===== src/stq_pkg.sv =====
// Shared types and constants for the sorted timer expiry queue.
// Depends on nothing; stq_ctrl, the top level and the testbench import it.
package stq_pkg;

   localparam int DEPTH_DEFAULT   = 64;
   localparam int ID_BITS_DEFAULT = 10;
   localparam int MAX_RESULTS     = 64;
   localparam int TIME_BITS       = 32;
   localparam int PORT_ID_BITS    = 10;

   typedef enum logic [1:0] {
      ACT_ADD    = 2'd0,
      ACT_ADJUST = 2'd1,
      ACT_DELETE = 2'd2,
      ACT_TICK   = 2'd3
   } action_type;

   typedef enum logic [2:0] {
      ST_DONE      = 3'd0,
      ST_EXPIRED   = 3'd1,
      ST_FULL      = 3'd2,
      ST_NOT_FOUND = 3'd3,
      ST_DUPLICATE = 3'd4
   } status_type;

   typedef enum logic [2:0] {
      S_IDLE,
      S_RD,
      S_EV,
      S_DEC,
      S_MRD,
      S_MWR,
      S_FIN
   } state_type;

endpackage


===== src/stq_mem.sv =====
// Entry table: one write port and one registered read port.
// Depends on nothing beyond its parameters.
module stq_mem #(
   parameter int DEPTH = 64,
   parameter int WIDTH = 42
) (
   input  logic                     clock,
   input  logic                     wr_en,
   input  logic [$clog2(DEPTH)-1:0] wr_addr,
   input  logic [WIDTH-1:0]         wr_data,
   input  logic [$clog2(DEPTH)-1:0] rd_addr,
   output logic [WIDTH-1:0]         rd_data
);

   logic [WIDTH-1:0] mem_ff [DEPTH];
   logic [WIDTH-1:0] rd_data_ff;

   // Write and registered read.
   always_ff @(posedge clock) begin
      if (wr_en) begin
         mem_ff[wr_addr] <= wr_data;
      end
      rd_data_ff <= mem_ff[rd_addr];
   end

   assign rd_data = rd_data_ff;

endmodule


===== src/stq_ctrl.sv =====
// Sequencer for the timer table: scans, shifts and writes back entries.
// Depends on stq_pkg and drives the stq_mem ports.
module stq_ctrl #(
   parameter int DEPTH   = stq_pkg::DEPTH_DEFAULT,
   parameter int ID_BITS = stq_pkg::ID_BITS_DEFAULT
) (
   input  logic                                clock,
   input  logic                                reset,
   input  logic                                start,
   output logic                                busy,
   input  stq_pkg::action_type                 req_action,
   input  logic [ID_BITS-1:0]                  req_id,
   input  logic [stq_pkg::TIME_BITS-1:0]       req_time,
   output logic                                rsp_strobe,
   output stq_pkg::status_type                 rsp_status,
   output logic [ID_BITS-1:0]                  rsp_id,
   output logic                                rsp_last,
   output logic                                mem_we,
   output logic [$clog2(DEPTH)-1:0]            mem_waddr,
   output logic [stq_pkg::TIME_BITS+ID_BITS-1:0] mem_wdata,
   output logic [$clog2(DEPTH)-1:0]            mem_raddr,
   input  logic [stq_pkg::TIME_BITS+ID_BITS-1:0] mem_rdata
);
   import stq_pkg::*;

   localparam int AW = $clog2(DEPTH);
   localparam int CW = $clog2(DEPTH + 1);
   localparam int EW = TIME_BITS + ID_BITS;

   state_type            state_ff, state_in;
   action_type           act_ff, act_in;
   logic [ID_BITS-1:0]   id_ff, id_in;
   logic [TIME_BITS-1:0] t_ff, t_in;
   logic [CW-1:0]        count_ff, count_in;
   logic [CW-1:0]        idx_ff, idx_in;
   logic                 found_ff, found_in;
   logic [CW-1:0]        pos_ff, pos_in;
   logic [CW-1:0]        ins_ff, ins_in;
   logic                 ins_set_ff, ins_set_in;
   logic                 pend_ff, pend_in;
   logic [ID_BITS-1:0]   pend_id_ff, pend_id_in;
   logic [CW-1:0]        src_ff, src_in;
   logic [CW-1:0]        lim_ff, lim_in;
   logic [CW-1:0]        off_ff, off_in;
   logic                 up_ff, up_in;
   logic                 fin_we_ff, fin_we_in;
   logic [CW-1:0]        fin_addr_ff, fin_addr_in;
   logic                 fin_rsp_ff, fin_rsp_in;
   status_type           fin_st_ff, fin_st_in;
   logic                 rsp_v_ff, rsp_v_in;
   status_type           rsp_st_ff, rsp_st_in;
   logic [ID_BITS-1:0]   rsp_id_ff, rsp_id_in;
   logic                 rsp_last_ff, rsp_last_in;

   logic [TIME_BITS-1:0] rd_exp;
   logic [ID_BITS-1:0]   rd_id;
   logic [CW-1:0]        q_pos;
   logic [CW-1:0]        rd_idx;
   logic [CW-1:0]        wr_idx;

   assign rd_exp = mem_rdata[EW-1:ID_BITS];
   assign rd_id  = mem_rdata[ID_BITS-1:0];

   // Control registers.
   always_ff @(posedge clock) begin
      if (reset) begin
         state_ff <= S_IDLE;
         count_ff <= '0;
         rsp_v_ff <= 1'b0;
         pend_ff  <= 1'b0;
      end else begin
         state_ff <= state_in;
         count_ff <= count_in;
         rsp_v_ff <= rsp_v_in;
         pend_ff  <= pend_in;
      end
   end

   // Working registers for the item in hand.
   always_ff @(posedge clock) begin
      act_ff      <= act_in;
      id_ff       <= id_in;
      t_ff        <= t_in;
      idx_ff      <= idx_in;
      found_ff    <= found_in;
      pos_ff      <= pos_in;
      ins_ff      <= ins_in;
      ins_set_ff  <= ins_set_in;
      pend_id_ff  <= pend_id_in;
      src_ff      <= src_in;
      lim_ff      <= lim_in;
      off_ff      <= off_in;
      up_ff       <= up_in;
      fin_we_ff   <= fin_we_in;
      fin_addr_ff <= fin_addr_in;
      fin_rsp_ff  <= fin_rsp_in;
      fin_st_ff   <= fin_st_in;
      rsp_st_ff   <= rsp_st_in;
      rsp_id_ff   <= rsp_id_in;
      rsp_last_ff <= rsp_last_in;
   end

   // Next state, table accesses and results.
   always_comb begin
      state_in    = state_ff;
      act_in      = act_ff;
      id_in       = id_ff;
      t_in        = t_ff;
      count_in    = count_ff;
      idx_in      = idx_ff;
      found_in    = found_ff;
      pos_in      = pos_ff;
      ins_in      = ins_ff;
      ins_set_in  = ins_set_ff;
      pend_in     = pend_ff;
      pend_id_in  = pend_id_ff;
      src_in      = src_ff;
      lim_in      = lim_ff;
      off_in      = off_ff;
      up_in       = up_ff;
      fin_we_in   = fin_we_ff;
      fin_addr_in = fin_addr_ff;
      fin_rsp_in  = fin_rsp_ff;
      fin_st_in   = fin_st_ff;
      rsp_v_in    = 1'b0;
      rsp_st_in   = rsp_st_ff;
      rsp_id_in   = rsp_id_ff;
      rsp_last_in = rsp_last_ff;
      rd_idx      = idx_ff;
      wr_idx      = fin_addr_ff;
      mem_we      = 1'b0;
      mem_wdata   = {t_ff, id_ff};
      q_pos       = ins_set_ff ? ins_ff : count_ff;

      case (state_ff)
         S_IDLE: begin
            if (start) begin
               act_in     = req_action;
               id_in      = req_id;
               t_in       = req_time;
               idx_in     = '0;
               found_in   = 1'b0;
               pos_in     = '0;
               ins_set_in = 1'b0;
               pend_in    = 1'b0;
               state_in   = S_RD;
            end
         end
         // Issue the read of the next entry, or end the scan.
         S_RD: begin
            if (idx_ff >= count_ff ||
                (act_ff == ACT_TICK && 32'(idx_ff) >= 32'(MAX_RESULTS))) begin
               state_in = S_DEC;
            end else begin
               state_in = S_EV;
            end
         end
         // Look at the entry just read.
         S_EV: begin
            idx_in   = idx_ff + 1'b1;
            state_in = S_RD;
            case (act_ff)
               ACT_ADD: begin
                  if (rd_id == id_ff) begin
                     found_in = 1'b1;
                     state_in = S_DEC;
                  end else if (!ins_set_ff && rd_exp > t_ff) begin
                     ins_in     = idx_ff;
                     ins_set_in = 1'b1;
                  end
               end
               ACT_ADJUST: begin
                  if (!found_ff) begin
                     if (rd_id == id_ff) begin
                        found_in = 1'b1;
                        pos_in   = idx_ff;
                     end
                  end else if (rd_exp > t_ff) begin
                     ins_in     = idx_ff;
                     ins_set_in = 1'b1;
                     state_in   = S_DEC;
                  end
               end
               ACT_DELETE: begin
                  if (rd_id == id_ff) begin
                     found_in = 1'b1;
                     pos_in   = idx_ff;
                     state_in = S_DEC;
                  end
               end
               ACT_TICK: begin
                  if (rd_exp <= t_ff) begin
                     // The held item is not the final one: send it now.
                     if (pend_ff) begin
                        rsp_v_in    = 1'b1;
                        rsp_st_in   = ST_EXPIRED;
                        rsp_id_in   = pend_id_ff;
                        rsp_last_in = 1'b0;
                     end
                     pend_in    = 1'b1;
                     pend_id_in = rd_id;
                     pos_in     = idx_ff + 1'b1;
                  end else begin
                     state_in = S_DEC;
                  end
               end
               default: state_in = S_DEC;
            endcase
         end
         // Decide the outcome and set up the shift.
         S_DEC: begin
            fin_we_in  = 1'b0;
            fin_rsp_in = 1'b1;
            fin_st_in  = ST_DONE;
            up_in      = 1'b0;
            off_in     = CW'(1);
            src_in     = '0;
            lim_in     = '0;
            state_in   = S_MRD;
            case (act_ff)
               ACT_ADD: begin
                  if (found_ff) begin
                     fin_st_in = ST_DUPLICATE;
                  end else if (count_ff == CW'(DEPTH)) begin
                     fin_st_in = ST_FULL;
                  end else begin
                     up_in       = 1'b1;
                     src_in      = count_ff;
                     lim_in      = q_pos;
                     fin_we_in   = 1'b1;
                     fin_addr_in = q_pos;
                     count_in    = count_ff + 1'b1;
                  end
               end
               ACT_ADJUST: begin
                  if (!found_ff) begin
                     fin_st_in = ST_NOT_FOUND;
                  end else if (q_pos > pos_ff + 1'b1) begin
                     src_in      = pos_ff + 1'b1;
                     lim_in      = q_pos;
                     fin_we_in   = 1'b1;
                     fin_addr_in = q_pos - 1'b1;
                  end else begin
                     fin_we_in   = 1'b1;
                     fin_addr_in = pos_ff;
                  end
               end
               ACT_DELETE: begin
                  if (!found_ff) begin
                     fin_st_in = ST_NOT_FOUND;
                  end else begin
                     src_in   = pos_ff + 1'b1;
                     lim_in   = count_ff;
                     count_in = count_ff - 1'b1;
                  end
               end
               ACT_TICK: begin
                  // Final result of the tick; then close the gap at the front.
                  fin_rsp_in  = 1'b0;
                  rsp_v_in    = 1'b1;
                  rsp_last_in = 1'b1;
                  if (pend_ff) begin
                     rsp_st_in = ST_EXPIRED;
                     rsp_id_in = pend_id_ff;
                  end else begin
                     rsp_st_in = ST_DONE;
                     rsp_id_in = '0;
                  end
                  pend_in  = 1'b0;
                  src_in   = pos_ff;
                  lim_in   = count_ff;
                  off_in   = pos_ff;
                  count_in = count_ff - pos_ff;
               end
               default: fin_rsp_in = 1'b1;
            endcase
         end
         // Shift loop: read one entry.
         S_MRD: begin
            if (up_ff) begin
               rd_idx   = src_ff - 1'b1;
               state_in = (src_ff > lim_ff) ? S_MWR : S_FIN;
            end else begin
               rd_idx   = src_ff;
               state_in = (src_ff < lim_ff) ? S_MWR : S_FIN;
            end
         end
         // Shift loop: write it one place later, or off_ff places earlier.
         S_MWR: begin
            mem_we    = 1'b1;
            mem_wdata = mem_rdata;
            if (up_ff) begin
               wr_idx = src_ff;
               src_in = src_ff - 1'b1;
            end else begin
               wr_idx = src_ff - off_ff;
               src_in = src_ff + 1'b1;
            end
            state_in = S_MRD;
         end
         // Place the new entry if there is one, and report unless the item is a tick.
         S_FIN: begin
            mem_we = fin_we_ff;
            if (fin_rsp_ff) begin
               rsp_v_in    = 1'b1;
               rsp_st_in   = fin_st_ff;
               rsp_id_in   = id_ff;
               rsp_last_in = 1'b1;
            end
            state_in = S_IDLE;
         end
         default: state_in = S_IDLE;
      endcase
   end

   assign mem_raddr  = rd_idx[AW-1:0];
   assign mem_waddr  = wr_idx[AW-1:0];
   assign busy       = (state_ff != S_IDLE);
   assign rsp_strobe = rsp_v_ff;
   assign rsp_status = rsp_st_ff;
   assign rsp_id     = rsp_id_ff;
   assign rsp_last   = rsp_last_ff;

endmodule


===== src/sorted_timer_expiry_queue_top.sv =====
// Top level of the sorted timer expiry queue: sequencer plus entry table.
// Depends on stq_pkg, stq_ctrl and stq_mem.
//
// Each scanned entry passes S_RD and S_EV, each shifted entry S_MRD and
// S_MWR, as the table memory has a single read port. A tick gives one
// result per expired entry, up to MAX_RESULTS, or one ST_DONE if none
// expired, each on rsp_strobe for one cycle; results cannot be stalled.
module sorted_timer_expiry_queue_top #(
   parameter int DEPTH   = stq_pkg::DEPTH_DEFAULT,
   parameter int ID_BITS = stq_pkg::ID_BITS_DEFAULT
) (
   input  logic        clock,
   input  logic        reset,
   input  logic        start,
   output logic        busy,
   input  logic [1:0]  req_action,
   input  logic [9:0]  req_timer_id,
   input  logic [31:0] req_time_value,
   output logic        rsp_strobe,
   output logic [2:0]  rsp_status,
   output logic [9:0]  rsp_out_id,
   output logic        rsp_last
);
   import stq_pkg::*;

   localparam int AW = $clog2(DEPTH);
   localparam int EW = TIME_BITS + ID_BITS;

   logic [ID_BITS-1:0] id_int;
   logic [ID_BITS-1:0] rsp_id_int;
   status_type         st_int;
   logic               mem_we;
   logic [AW-1:0]      mem_waddr;
   logic [AW-1:0]      mem_raddr;
   logic [EW-1:0]      mem_wdata;
   logic [EW-1:0]      mem_rdata;

   // Identifier width conversion between the ports and the table.
   for (genvar b = 0; b < ID_BITS; b++) begin : g_id_in
      if (b < PORT_ID_BITS) begin : g_bit
         assign id_int[b] = req_timer_id[b];
      end else begin : g_zero
         assign id_int[b] = 1'b0;
      end
   end
   for (genvar b = 0; b < PORT_ID_BITS; b++) begin : g_id_out
      if (b < ID_BITS) begin : g_bit
         assign rsp_out_id[b] = rsp_id_int[b];
      end else begin : g_zero
         assign rsp_out_id[b] = 1'b0;
      end
   end

   assign rsp_status = st_int;

   stq_ctrl #(
      .DEPTH   (DEPTH),
      .ID_BITS (ID_BITS)
   ) u_ctrl (
      .clock      (clock),
      .reset      (reset),
      .start      (start),
      .busy       (busy),
      .req_action (action_type'(req_action)),
      .req_id     (id_int),
      .req_time   (req_time_value),
      .rsp_strobe (rsp_strobe),
      .rsp_status (st_int),
      .rsp_id     (rsp_id_int),
      .rsp_last   (rsp_last),
      .mem_we     (mem_we),
      .mem_waddr  (mem_waddr),
      .mem_wdata  (mem_wdata),
      .mem_raddr  (mem_raddr),
      .mem_rdata  (mem_rdata)
   );

   stq_mem #(
      .DEPTH (DEPTH),
      .WIDTH (EW)
   ) u_mem (
      .clock   (clock),
      .wr_en   (mem_we),
      .wr_addr (mem_waddr),
      .wr_data (mem_wdata),
      .rd_addr (mem_raddr),
      .rd_data (mem_rdata)
   );

endmodule


===== config.mk =====
export PLATFORM = sky130hd
export DESIGN_NAME = sorted_timer_expiry_queue_top
export DESIGN_NICKNAME = d
export VERILOG_FILES = /design/src/stq_pkg.sv /design/src/stq_mem.sv /design/src/stq_ctrl.sv /design/src/sorted_timer_expiry_queue_top.sv
export SDC_FILE = /design/constraint.sdc
export NUM_CORES = 2
export LEC_CHECK = 0
export BUFFER_PORTS_ARGS = -buffer_cell sky130_fd_sc_hd__buf_2
export CAP_MARGIN = 5
export CORE_MARGIN = 2
export CORE_UTILIZATION = 50
export DETAILED_ROUTE_END_ITERATION = 10
export GPL_TIMING_DRIVEN = 1
export PLACE_DENSITY = 0.68
export SYNTH_ARGS = -nofsm -noshare
export SYNTH_HDL_FRONTEND = slang
export SYNTH_SLANG_ARGS = --single-unit

===== constraint.sdc =====
create_clock -name clock -period 6.1 [get_ports clock]
set_clock_uncertainty 0.05 [all_clocks]
set_input_delay 1.525 -clock clock [delete_from_list [all_inputs] [get_ports clock]]
set_output_delay 1.525 -clock clock [all_outputs]
set_load 0.02 [all_outputs]

==> run summary <==
Final Hold Fails -> 0
Yosys cell types -> 75
CP Class -> register to register
Vias per Instance -> 6.347
CTS tree -> built
r2r setup slk -> 0.82 ns
Initial Util -> 50.16%
first-pass GRT wire length -> 485.1 mm
worst path arrival time -> 6.03 ns
clk_lat worst skew -> 0.97 ns
fmax -> 189.3 MHz
endpoints failing setup -> 0
synth warn -> 0
Post-CTS Hold Buffers -> 0
Gate Count Post-Synth -> 8,562
maxcap violations -> 0
commonest non-fill, non-tap cells in the layout -> 2,811 x edfxtp_1, 2,543 x nand2_1, 646 x and3_1
Ports -> 63
clock slew at reported path FFs -> 0.06 ns
FF-to-FF path depth -> 8
1st-pass router iterations -> 8
worst-path maximum fanout -> 30
Crit. End Element -> register
wire per inst -> 28.27 microns
Slew headroom -> 2.637%
ys async rst share -> 0%
Die X -> 483.6 microns
Worst setup SP type -> register
Core Area -> 229,200 sq um
power per standard cell area -> 396.8 nW/um^2
post-layout util -> 56.45%
placed cell area -> 120,300 sq um
Antenna Nets Post-Route -> 0
Final min period -> 5.282 ns
Non-Filler Instances -> 11,820
sequential share of the synthesized area -> 74.35%
FF+latch count, synth -> 2,865
Least-Margin Pin Slew -> 1.449 ns
nets@finish -> 8,695
hold depth -> 1
Setup Fix Bufs, Post-CTS -> 0
vias in the first global route -> 70,810
CTS H-tree lvls -> 5
syn avg cell area -> 13.43 sq um
Place WS -> 0.9253 ns
largest net degree at the start of global routing -> 174
Remaining DRCs -> 0
final hold slack -> 0.4473 ns
worst IR drop on VDD -> 0.0003017 V
Net Count, Synth -> 8,686
vias -> 75,010
DRT iter0 DRCs -> 10,700
r2r startpoint -> u_ctrl.state_ff[2]
Pwr Total -> 51.35 mW
fin crit share -> 86.59%
RR Endpoint -> u_mem.rd_data[20]
# rows -> 176
DP HPWL -> 187.6 mm
outcome -> complete, no violations
Crit path required time -> 6.85 ns
min setup slack post-route -> 0.8182 ns
Lkg Pwr -> 44.59 nW
worst hold start -> u_ctrl.fin_st_ff[0]
dpl cells -> 11,290
GRT overflow -> 0
Num Clock Sinks -> 2,865
TritonCTS Buffers -> 298
GRT Total Usage -> 27.92%
initial antenna violation count -> 9
Hold Crit Endpoint -> u_ctrl.rsp_status[0]
I/O Buffers -> 62
Final TNS setup -> 0 ns
Syn Std Cell Area -> 115,000 sq um
final wirelength -> 334.0 mm
proportion of layout cells with a drive suffix above 1 -> 10.07%
most common cell after layout, fill and taps aside -> edfxtp_1
area of the die -> 233,800 sq um
final instance area -> 129,400 sq um
type of the most critical hold path -> register to register
Root Driver -> clkbuf_16
RSZ-0062 raised after global routing -> no
Final GP Congestion -> 0.9019
Resized cells post-CTS -> 0
Top FF cell, synth -> edfxtp_1
max-slew violations -> 0
area grow syn2layout -> 12.53%
number of synthesized flops with an enable pin -> 2,811
CTS max path bufs -> 4
die height -> 483.6 microns
[cell type report]
| cell class | count | area, sq um |
|---|---|---|
| Clock inverter | 113 | 927.1 |
| Fill cell | 17580 | 99840 |
| Inverter | 78 | 292.8 |
| Clock buffer | 403 | 8172 |
| Sequential cell | 2865 | 85490 |
| Multi-Input combinational cell | 5041 | 27960 |
| Tap cell | 3026 | 3786 |
| Antenna cell | 5 | 12.51 |
| Timing Repair Buffer | 287 | 2763 |
[kinds of logic after synthesis]
group | after synthesis | share of synthesized area (%)
buffers and inverters | 656 | 2.262
DFF | 2865 | 74.35
muxes | 47 | 0.5582
AOI/OAI and AO/OA | 1172 | 7.273
adders and majority gates | 77 | 0.8509
xor gates and xnor gates | 34 | 0.2590
and+or+nand+nor | 3711 | 14.45
[worst max-delay path by stage]
stage                  startpoint            endpoint  slack (ns)  cells past startpoint
5_1_grt        u_ctrl.state_ff[2]   u_mem.rd_data[10]        0.68                      8
3_3_place_gp   u_ctrl.state_ff[2]   u_mem.rd_data[14]        1.04                      9
6_report       u_ctrl.state_ff[2]   u_mem.rd_data[20]        0.82                      8
2_1_floorplan    u_ctrl.src_ff[1]  u_mem.mem_ff[0][0]        0.98                     11
4_1_cts        u_ctrl.state_ff[2]   u_mem.rd_data[20]        0.96                      8
3_5_place_dp   u_ctrl.state_ff[2]   u_mem.rd_data[20]        0.93                      8
[per-layer routing]
layer  track usage [%]  wire length (microns)
met4             8.828                  10230
met1             39.66                 129700
met3             6.761                  41470
met5                 0                     27
met2             42.68                 152600
[sequential cells by signal, indices dropped and copies added (netlist names), 10 cells and up]
register,cells
u_ctrl.rsp_id,10
u_ctrl.t_ff,32
u_ctrl.pend_id_ff,10
u_ctrl.id_ff,10
u_mem.rd_data,42
u_mem.mem_ff,2688
[critical path: stages, from the launching register on]
cell	delay, ns
dfxtp_1	0.60
nor3b_4	0.83
nor2_1	0.44
nor2_4	0.93
buf_4	0.41
nand3_2	0.33
buf_4	0.41
nor3_1	0.91
nor4_2	0.12
[synth_stat cells (20+ instances only)]
master | instances | share of area (%)
and3_1 | 646 | 3.5
ha_1 | 75 | 0.82
edfxtp_1 | 2811 | 73
buf_2 | 87 | 0.38
a311oi_1 | 323 | 2.5
a31oi_1 | 320 | 1.7
or4_1 | 41 | 0.27
a211oi_1 | 100 | 0.65
nor3_1 | 91 | 0.40
inv_1 | 77 | 0.25
buf_1 | 89 | 0.29
nor2_1 | 134 | 0.44
dfxtp_1 | 54 | 0.94
mux2i_1 | 27 | 0.24
o21ai_0 | 67 | 0.29
nand2_1 | 2555 | 8.3
a21o_1 | 23 | 0.15
nor4_2 | 37 | 0.40
xor2_1 | 20 | 0.15
o31ai_1 | 47 | 0.31
a21oi_1 | 52 | 0.23
clkbuf_1 | 396 | 1.3
o22ai_1 | 163 | 0.89
or3_1 | 44 | 0.24
nand3_1 | 77 | 0.34
[report_power, final]
part	switching (mW)	internal, mW	total [mW]
sequential	0.542	22.7	23.2
combinational	7.76	3.10	10.9
clock	7.33	9.96	17.3
No activity file was read; power rests on OpenSTA's default activity.
